### src/design/zcfm_pkg.sv
// package with widths, register codes and sequencer states of the zero-cross frequency meter
`timescale 1ns / 1ps
package zcfm_pkg;

	localparam int SAMPLE_BITS   = 16;
	localparam int COUNT_BITS    = 20;
	localparam int FRACTION_BITS = 16;
	localparam int RATE_BITS     = 16;
	localparam int FREQ_BITS     = 24;
	localparam int PERIOD_BITS   = 36;
	localparam int FRAC_W        = FRACTION_BITS + 1;
	localparam int GROSS_BITS    = COUNT_BITS + FRACTION_BITS + 1;
	localparam int REM_BITS      = PERIOD_BITS + 1;
	localparam int STEP_BITS     = $clog2(FREQ_BITS + 1);
	localparam int ADDR_BITS     = 3;
	localparam int DATA_BITS     = 32;
	localparam int OUT_BYTES     = (FREQ_BITS + PERIOD_BITS + 7) / 8;
	localparam int OUT_DATA_BITS = OUT_BYTES * 8;

	localparam logic [RATE_BITS-1:0] SAMPLE_RATE_RESET = RATE_BITS'(44117);

	// register index, taken from paddr[2]
	localparam logic REG_ENABLE = 1'b0;
	localparam logic REG_RATE   = 1'b1;

	typedef enum logic [2:0] {
		ST_IDLE,
		ST_FRAC,
		ST_PERIOD,
		ST_CHECK,
		ST_FREQ,
		ST_OUT
	} state_t;

endpackage

### src/design/zero_cross_frequency_meter.sv
// zero-cross frequency meter: crossing detect, bit-serial divider and result register
`timescale 1ns / 1ps
// Zero-crossing frequency meter.
// Input stream s_*: one signed 16-bit audio sample per word. Samples are always
// accepted when the sequencer is idle; with transmit_enable clear they are dropped
// and all measurement state is held.
// Output stream m_*: one word per rising zero crossing (previous <= 0, current > 0)
// carrying the frequency in 1/256 Hz and the interpolated period in Q20.16 samples.
// APB port: register 0 at byte 0 is transmit_enable, register 1 at byte 4 is
// sample_rate. Writes land on the access cycle, pready is tied high.
// A sample that is no crossing does not hold the input; the next can follow at once.
// A crossing holds s_tready low while it uses the one-bit-per-cycle divider: 16 steps
// for the fraction (skipped when the previous sample is exactly zero), the period,
// the saturation check (skipped for a period that is not positive), 24 steps for the
// frequency (skipped unless the period exceeds sample_rate), then the result load.
// The result register is separate, so samples keep flowing while a result waits;
// only a second crossing stalls, in its load state, until m_tready frees it.
// Reset clears the sample counter, the stored sample and fraction, transmit_enable and
// sets sample_rate to 44117.
module zero_cross_frequency_meter (
	input  logic                                 clk,
	input  logic                                 arst_n,
	input  logic                                 s_tvalid,
	output logic                                 s_tready,
	input  logic [zcfm_pkg::SAMPLE_BITS-1:0]     s_tdata,  // [15:0] sample
	output logic                                 m_tvalid,
	input  logic                                 m_tready,
	output logic [zcfm_pkg::OUT_DATA_BITS-1:0]   m_tdata,  // [23:0] frequency, [59:24] period
	input  logic                                 psel,
	input  logic                                 penable,
	input  logic                                 pwrite,
	input  logic [zcfm_pkg::ADDR_BITS-1:0]       paddr,
	input  logic [zcfm_pkg::DATA_BITS-1:0]       pwdata,
	output logic [zcfm_pkg::DATA_BITS-1:0]       prdata,
	output logic                                 pready
);
	import zcfm_pkg::*;

	state_t                    state_q, state_d;
	logic                      enable_q;
	logic [RATE_BITS-1:0]      rate_q;
	logic [COUNT_BITS-1:0]     count_q;
	logic [SAMPLE_BITS-1:0]    prev_q;
	logic [FRAC_W-1:0]         prev_frac_q;
	logic [REM_BITS-1:0]       rem_q;
	logic [PERIOD_BITS-1:0]    div_q;
	logic [FREQ_BITS-1:0]      quo_q;
	logic [STEP_BITS-1:0]      step_q;
	logic                      out_valid_q;
	logic [FREQ_BITS-1:0]      out_freq_q;
	logic [PERIOD_BITS-1:0]    out_period_q;

	logic                      accept;
	logic                      crossing;
	logic [SAMPLE_BITS:0]      spread;
	logic [REM_BITS-1:0]       rem_shift;
	logic                      rem_ge;
	logic [GROSS_BITS-1:0]     gross;
	logic [GROSS_BITS-1:0]     frac_ext;
	logic [GROSS_BITS-1:0]     diff;
	logic                      out_free;
	logic                      cfg_write;

	assign pready    = 1'b1;
	assign cfg_write = psel && penable && pwrite && pready;
	assign prdata    = (paddr[2] == REG_RATE) ?
		{{(DATA_BITS-RATE_BITS){1'b0}}, rate_q} : {{(DATA_BITS-1){1'b0}}, enable_q};

	always_ff @(posedge clk or negedge arst_n) begin
		if (!arst_n) begin
			enable_q <= 1'b0;
			rate_q   <= SAMPLE_RATE_RESET;
		end else if (cfg_write) begin
			unique case (paddr[2])
				REG_ENABLE: enable_q <= pwdata[0];
				REG_RATE:   rate_q   <= pwdata[RATE_BITS-1:0];
				default:    ;
			endcase
		end
	end

	assign s_tready = (state_q == ST_IDLE);
	assign accept   = s_tvalid && s_tready;
	// previous <= 0 and current > 0
	assign crossing = (prev_q[SAMPLE_BITS-1] || (prev_q == '0)) &&
		!s_tdata[SAMPLE_BITS-1] && (s_tdata != '0);
	assign spread   = {s_tdata[SAMPLE_BITS-1], s_tdata} - {prev_q[SAMPLE_BITS-1], prev_q};

	// one restoring division step, shared by fraction and frequency
	assign rem_shift = {rem_q[REM_BITS-2:0], 1'b0};
	assign rem_ge    = rem_shift >= {1'b0, div_q};

	assign gross    = {1'b0, count_q, {FRACTION_BITS{1'b0}}} +
		{{(GROSS_BITS-FRAC_W){1'b0}}, prev_frac_q};
	assign frac_ext = {{(GROSS_BITS-FRAC_W){1'b0}}, quo_q[FRAC_W-1:0]};
	assign diff     = gross - frac_ext;

	assign out_free = !out_valid_q || m_tready;

	always_comb begin
		state_d = state_q;
		unique case (state_q)
			ST_IDLE: begin
				if (accept && enable_q && crossing)
					state_d = (prev_q == '0) ? ST_PERIOD : ST_FRAC;
			end
			ST_FRAC: begin
				if (step_q == STEP_BITS'(1))
					state_d = ST_PERIOD;
			end
			ST_PERIOD: begin
				state_d = (gross > frac_ext) ? ST_CHECK : ST_OUT;
			end
			ST_CHECK: begin
				state_d = (div_q <= {{(PERIOD_BITS-RATE_BITS){1'b0}}, rate_q}) ?
					ST_OUT : ST_FREQ;
			end
			ST_FREQ: begin
				if (step_q == STEP_BITS'(1))
					state_d = ST_OUT;
			end
			ST_OUT: begin
				if (out_free)
					state_d = ST_IDLE;
			end
			default: state_d = ST_IDLE;
		endcase
	end

	always_ff @(posedge clk or negedge arst_n) begin
		if (!arst_n)
			state_q <= ST_IDLE;
		else
			state_q <= state_d;
	end

	// measurement state
	always_ff @(posedge clk or negedge arst_n) begin
		if (!arst_n) begin
			count_q     <= '0;
			prev_q      <= '0;
			prev_frac_q <= '0;
		end else if (accept && enable_q) begin
			prev_q <= s_tdata;
			if (count_q != '1)
				count_q <= count_q + COUNT_BITS'(1);
		end else if (state_q == ST_PERIOD) begin
			prev_frac_q <= quo_q[FRAC_W-1:0];
			count_q     <= '0;
		end
	end

	// divider datapath
	always_ff @(posedge clk) begin
		case (state_q)
			ST_IDLE: begin
				div_q  <= {{(PERIOD_BITS-SAMPLE_BITS-1){1'b0}}, spread};
				rem_q  <= {{(REM_BITS-SAMPLE_BITS){1'b0}}, s_tdata};
				step_q <= STEP_BITS'(FRACTION_BITS);
				// a zero previous sample gives a fraction of exactly one
				if (prev_q == '0)
					quo_q <= FREQ_BITS'(1) << FRACTION_BITS;
				else
					quo_q <= '0;
			end
			ST_FRAC, ST_FREQ: begin
				rem_q  <= rem_ge ? (rem_shift - {1'b0, div_q}) : rem_shift;
				quo_q  <= {quo_q[FREQ_BITS-2:0], rem_ge};
				step_q <= step_q - STEP_BITS'(1);
			end
			ST_PERIOD: begin
				if (gross > frac_ext) begin
					div_q <= diff[GROSS_BITS-1] ? '1 : diff[PERIOD_BITS-1:0];
				end else begin
					div_q <= '0;
					quo_q <= '1;
				end
			end
			ST_CHECK: begin
				rem_q  <= {{(REM_BITS-RATE_BITS){1'b0}}, rate_q};
				step_q <= STEP_BITS'(FREQ_BITS);
				if (div_q <= {{(PERIOD_BITS-RATE_BITS){1'b0}}, rate_q})
					quo_q <= '1;
				else
					quo_q <= '0;
			end
			default: ;
		endcase
	end

	// result register
	always_ff @(posedge clk or negedge arst_n) begin
		if (!arst_n)
			out_valid_q <= 1'b0;
		else if (state_q == ST_OUT && out_free)
			out_valid_q <= 1'b1;
		else if (m_tready)
			out_valid_q <= 1'b0;
	end

	always_ff @(posedge clk) begin
		if (state_q == ST_OUT && out_free) begin
			out_freq_q   <= quo_q;
			out_period_q <= div_q;
		end
	end

	assign m_tvalid = out_valid_q;
	assign m_tdata  = {{(OUT_DATA_BITS-FREQ_BITS-PERIOD_BITS){1'b0}}, out_period_q, out_freq_q};

`ifndef SYNTHESIS
	// remainder stays below the divisor while the frequency bits come out
	assert property (@(posedge clk) disable iff (!arst_n)
		state_q == ST_FREQ |-> rem_q < {1'b0, div_q})
		else $error("divider remainder not below divisor");

	// the sample count restarts after every crossing
	assert property (@(posedge clk) disable iff (!arst_n)
		state_q == ST_PERIOD |=> count_q == '0)
		else $error("sample count not cleared after crossing");

	// a new result only comes from the load state
	assert property (@(posedge clk) disable iff (!arst_n)
		$rose(m_tvalid) |-> $past(state_q == ST_OUT))
		else $error("result word raised outside load state");

	// an enabled crossing blocks the input until its result is loaded
	assert property (@(posedge clk) disable iff (!arst_n)
		(accept && enable_q && crossing) |=> !s_tready)
		else $error("input accepted during division");
`endif

endmodule
### config.mk
export PLATFORM = sky130hd
export DESIGN_NAME = zero_cross_frequency_meter
export DESIGN_NICKNAME = d
export VERILOG_FILES = /design/src/design/zcfm_pkg.sv /design/src/design/zero_cross_frequency_meter.sv
export SDC_FILE = /design/constraint.sdc
export NUM_CORES = 1
export LEC_CHECK = 0
export ABC_AREA = 1
export ABC_CLOCK_PERIOD_IN_PS = 9100
export BUFFER_PORTS_ARGS = -buffer_cell sky130_fd_sc_hd__buf_4
export CAP_MARGIN = 5
export CORE_ASPECT_RATIO = 0.6
export CORE_MARGIN = 3
export CORE_UTILIZATION = 60
export CTS_BUF_LIST = sky130_fd_sc_hd__clkbuf_16
export CTS_CLUSTER_SIZE = 20
export DETAILED_ROUTE_END_ITERATION = 10
export PLACE_DENSITY = 0.81
export SYNTH_ARGS = -nofsm -noshare
export SYNTH_HDL_FRONTEND = slang
export SYNTH_SLANG_ARGS = --single-unit
### constraint.sdc
create_clock -name clk -period 9.1 [get_ports clk]
set_input_delay 1.365 -clock clk [delete_from_list [all_inputs] [get_ports clk]]
set_output_delay 1.365 -clock clk [all_outputs]
set_load 0.05 [all_outputs]
**Word-level counts from Yosys, hierarchy flattened**

Index checks and enable logic that the tools add are counted.

- Memory bits (writable): 0
- Bits in registers: 235
- Memories kept: 0
- Bits in latches: 0
- Output and inout bits: 99
- Word-level logic and storage cells: 88
- Memory bits (read-only): 0
- Input bits: 58

- Reductions and logical operators: 27
- Equal/unequal tests: 13
- Multiply operators: 0
- Div/mod/pow operators: 0
- Add/subtract/negate cells: 6
- $lt $le $gt $ge: 3
- Shifts and indexed selects: 0
- Bitwise operators: 2
- Mux-type cells: 24

Operators with widths:

| operator | count |
|---|---|
| $mux W36 | 3 |
| $pmux W36 S3 | 1 |
| $pmux W24 S4 | 1 |
| $pmux W36 S2 | 1 |
| $mux W20 | 3 |
| $mux W24 | 2 |
| $add A36 B17 Y37 | 1 |
| $ge A37 B36 Y1 | 1 |
| $gt A37 B17 Y1 | 1 |
| $sub A37 B17 Y37 | 1 |
| $le A36 B16 Y1 | 1 |
| $sub A36 B36 Y36 | 1 |
| $add A20 B1 Y20 const B | 1 |
| $ne A20 B20 Y1 const B | 1 |
| $pmux W3 S6 | 1 |
| $mux W17 | 1 |
| $sub A16 B16 Y17 | 1 |
| $logic_not A16 Y1 | 1 |
| $mux W16 | 1 |
| $reduce_bool A16 Y1 | 1 |
| $mux W3 | 5 |
| $pmux W5 S3 | 1 |
| $reduce_and A2 Y1 | 5 |
| $logic_and A1 B1 Y1 | 8 |
| other kinds (18) | 31 |

**Logic depth before layout (Yosys ltp)**

- Depth after elaboration: 7
- Mapped depth: 19
- Depth with buffers taken out: 18

**Least setup slack after synthesis**

No wires, ideal clock.

- Path type: input-to-reg
- Start: input port m_tready
- End: register out_freq_q[0], enable pin
- Path buffers: 0
- Library setup time: 0.478 ns
- Arrival: 3.922 ns
- Data required time: 8.622 ns
- Stages: 2
- Slack: 4.700 ns
- Path through: nor2_1 > nor2_1

- Word-level cells in the longest chain between the ends: 2

Ends and longest elaborated chain:

| item | line | text |
|---|---|---|
| from (decl) | zero_cross_frequency_meter.sv:27 | `input logic m_tready,` |
| $logic_or A1 B1 Y1 | zero_cross_frequency_meter.sv:98 | `assign out_free = !out_valid_q \|\| m_tready;` |
| $logic_and A1 B1 Y1 | zero_cross_frequency_meter.sv:202 | `if (state_q == ST_OUT && out_free) begin` |
| to (signal assigned) | zero_cross_frequency_meter.sv:203 | `out_freq_q <= quo_q;` |
| to (decl) | zero_cross_frequency_meter.sv:50 | `logic [FREQ_BITS-1:0] out_freq_q;` |

No other way between the ends.
A chain may end at the register's enable or synchronous reset.

**Worst setup path after layout**

- Start: register count_q[0]
- End: register quo_q[1], enable pin

- Word-level cells in the longest chain between the ends: 4

Ends and longest elaborated chain:

| item | line | text |
|---|---|---|
| from (decl) | zero_cross_frequency_meter.sv:42 | `logic [COUNT_BITS-1:0] count_q;` |
| from (signal assigned) | zero_cross_frequency_meter.sv:146 | `count_q <= count_q + COUNT_BITS'(1);` |
| $add A36 B17 Y37 | zero_cross_frequency_meter.sv:93 | `assign gross = {1'b0, count_q, {FRACTION_BITS{1'b0}}} +` |
| $gt A37 B17 Y1 | zero_cross_frequency_meter.sv:172 | `if (gross > frac_ext) begin` |
| $ne A2 B2 Y1 (no source line) | n/a |  |
| $reduce_and A2 Y1 (no source line) | n/a |  |
| to (signal assigned) | zero_cross_frequency_meter.sv:162 | `quo_q <= FREQ_BITS'(1) << FRACTION_BITS;` |
| to (signal assigned) | zero_cross_frequency_meter.sv:168 | `quo_q <= {quo_q[FREQ_BITS-2:0], rem_ge};` |
| to (decl) | zero_cross_frequency_meter.sv:47 | `logic [FREQ_BITS-1:0] quo_q;` |

No other way between the ends.

==> impl_results.md <==
* Outcome: completed
* Filler Cells Inserted at 2079
* Crit-path slowest cell: inv_1
* Clock Latency Late Sink at 0.54 ns
* Total CTS buffers at 23
* Largest net degree at the start of global routing at 75
* Mean Syn Cell Area at 7.97 µm²
* First-pass GRT wire length at 71300 µm
* Nets at 2218
* Number of antenna violations at the first check in global routing at 1
* Max Fclk at 208 MHz
* RSZ-0062 raised after global routing: false
* Final core utilization at 69.1%
* CTS hold repair buffers at 0
* WL/cell at 19.3 µm
* Wl on met1 at 22000 µm
* Post-synth EDFFs at 161
* Area Overhead vs Synth at 12.6%
* Boundary pin count at 157
* GR Util All Layers at 32.8%
* Seq cells post-synth at 235
* Setup violators final at 0
* PortBufs at 117
* Critical Path AT at 4.96 ns
* Post-layout worst setup margin at 4.29 ns
* Max-slew headroom at 23.5%
* Core Area at 0.0254 mm²
* Maximum clock insertion buffer count at 3
* Multi-input gate area at 0.00773 mm²
* Syn Inst Count at 1956
* Hpwl dp at 35900 µm
* Final Skew at 0.0223 ns
* Synth area leader: edfxtp_1
* Drt drc at 0
* Post-CTS Setup Bufs at 0
* Req. time, crit path at 9.26 ns
* Global route total overflow at 0
* Crit path max fanout at 24
* Mapped Area at 0.0156 mm²
* CP endpoint kind: flip-flop
* Die Span Y at 131 µm
* Crit share post-route at 52.8%
* Routed via count at 14100
* Routed length on met3 at 5690 µm
* Row cnt at 45
* WL final at 47000 µm
* Worst hold-check path type: flip-flop to flip-flop
* Final min period at 4.81 ns
* H-tree depth at 1
* Crit Path Class: flip-flop to flip-flop
* Area contributors post-synth: edfxtp_1 31%, nand2_1 11%, dfrtp_1 11%
* Pin slew with the least headroom to its limit at 1.14 ns
* Die area at 0.0280 mm²
* Top Metal Used: met4
* Met2 WL post-DR at 18200 µm
* Worst slack, placed at 4.46 ns
* First-pass DRT Iterations at 7
* Max Slew Vio Count at 0
* Crit-path cells: ha_1 -> ha_1 -> inv_2 -> nor2_2 -> nand2_2 -> o21ai_2 -> nand3_1 -> nor2_1 -> nand2_1 -> nor2_2 -> nand3_2 -> nand3_1 -> o21ai_0 -> inv_1
* Post-cts gate resize count at 0
* Placer congestion estimate at 1.03
* Synth top area share at 31.0%
* Final Hold Viols at 0
* Slowest cell delay on critical path at 0.80 ns
* Unique masters post-synth at 53
* Clock Root Buffer: clkbuf_16
* Total Neg Setup Slack at 0 ns
* CTS tree: built
* Max-cap violation count at 0
* Post-route ant nets at 0
* Startpoint types: flip-flop
* Ratio of cells with drive above 1 in the final layout at 12.2%
* Worst-path clk slew at 0.07 ns
* Vias per cell at 5.80
* Initial Utilization at 61.4%
* Initial DRC Count at 1656
* Sequential element share of the synthesized area at 43.0%
* Post-synth ARST share at 31.5%
* Top_reg_cell synth: edfxtp_1
* Chip width at 214 µm
* Sink Count at 235
* YS warnings at 0
* Vias in the first global route at 12600
* Storage cell area at 0.00670 mm²
worst paths after layout:
kind / startpoint / cells past startpoint / slack [ns] / endpoint
setup / recovery: count_q[0] / 14 / 4.29 / quo_q[1]
hold / removal: quo_q[23] / 0 / 0.42 / out_freq_q[23]
setup reg to reg: count_q[0] / 14 / 4.29 / quo_q[1]
hold reg to reg: quo_q[23] / 0 / 0.42 / out_freq_q[23]
max in group asynchronous: arst_n / 1 / 7.36 / count_q[13]
min in group asynchronous: arst_n / 1 / 1.01 / prev_q[13]
logic make-up (layout without fill, tap and decap cells):
logic type	after synthesis	in the layout	synth area share, %
AND/OR/NAND/NOR	920	920	26.0
AO/OA/AOI/OAI	338	338	11.6
buffers and inverters	303	412	8.04
flip-flops	235	235	43.0
adder cells (fa/ha/maj)	93	93	7.61
XOR/XNOR	65	65	3.70
other	2	23	0.0482
cell type report:
type / count / share of cell area [%]
well taps: 352 / 2.51
flip-flops and latches: 235 / 38.1
inverters: 242 / 5.17
clock inverters: 19 / 1.33
clock buffers: 23 / 3.28
repair buffers: 128 / 5.47
diodes: 2 / 0.0285
multi-input cells: 1437 / 44.1
layout by cell type, fill, tap and decap left out, types with 8 or more instances in the layout:
cell | Yosys | layout
a21oi_1 | 139 | 139
buf_4 | 26 | 128
clkbuf_16 | 0 | 23
conb_1 | 2 | 21
dfrtp_1 | 66 | 66
dfstp_2 | 8 | 8
edfxtp_1 | 161 | 161
ha_1 | 90 | 90
inv_1 | 233 | 236
nand2_1 | 470 | 470
nand2_2 | 16 | 16
nand3_1 | 113 | 113
nand3b_1 | 17 | 17
nand4_1 | 25 | 25
nor2_1 | 189 | 188
nor2_2 | 25 | 25
nor2_4 | 9 | 10
nor3_1 | 21 | 20
nor4_1 | 12 | 12
o21ai_0 | 147 | 146
o22ai_1 | 9 | 9
or2_2 | 9 | 9
xnor2_1 | 31 | 31
xor2_1 | 33 | 33
flip-flops by register name, indices dropped and copies added (netlist names):
signal        flops
quo_q            24
prev_q           16
step_q            5
out_period_q     36
prev_frac_q      17
state_q           3
m_tvalid          1
enable_q          1
out_freq_q       24
rem_q            36
rate_q           16
count_q          20
div_q            36
critical path, delay by kind of cell, from the launching register on:
family / cells / cell delay (ns)
AOI/OAI and AO/OA: 2 / 0.49
adders and majority gates: 2 / 0.61
buffers and inverters: 2 / 0.86
DFF: 1 / 0.43
and+or+nand+nor: 8 / 2.02
through the flow:
stage          hold slack (ns)  std cells  instance area, µm²
2_1_floorplan            0.400       1975               15700
3_3_place_gp             0.405       2394               16700
3_5_place_dp             0.405       2394               16700
4_1_cts                  0.420       2436               17500
5_1_grt                  0.428       2437               17600
6_report                 0.419       2438               17600
cell usage after synthesis, drive strengths merged (21+ instances only):
cell type / count
nand2: 489
inv: 240
nor2: 224
edfxtp: 161
o21ai: 150
a21oi: 139
nand3: 117
ha: 90
dfrtp: 66
buf: 39
xor2: 34
xnor2: 31
nand4: 25
clkbuf: 22
nor3: 21
metal layers:
layer | GRT usage, % | up-vias
li1 | - | 6696
met1 | 50.7 | 6618
met2 | 45.7 | 760
met3 | 8.99 | 67
met4 | 7.19 | 0
met5 | 0 | -
Power is not shown: default switching activity piles up to over one toggle a cycle in this logic, so the estimate is an artifact.
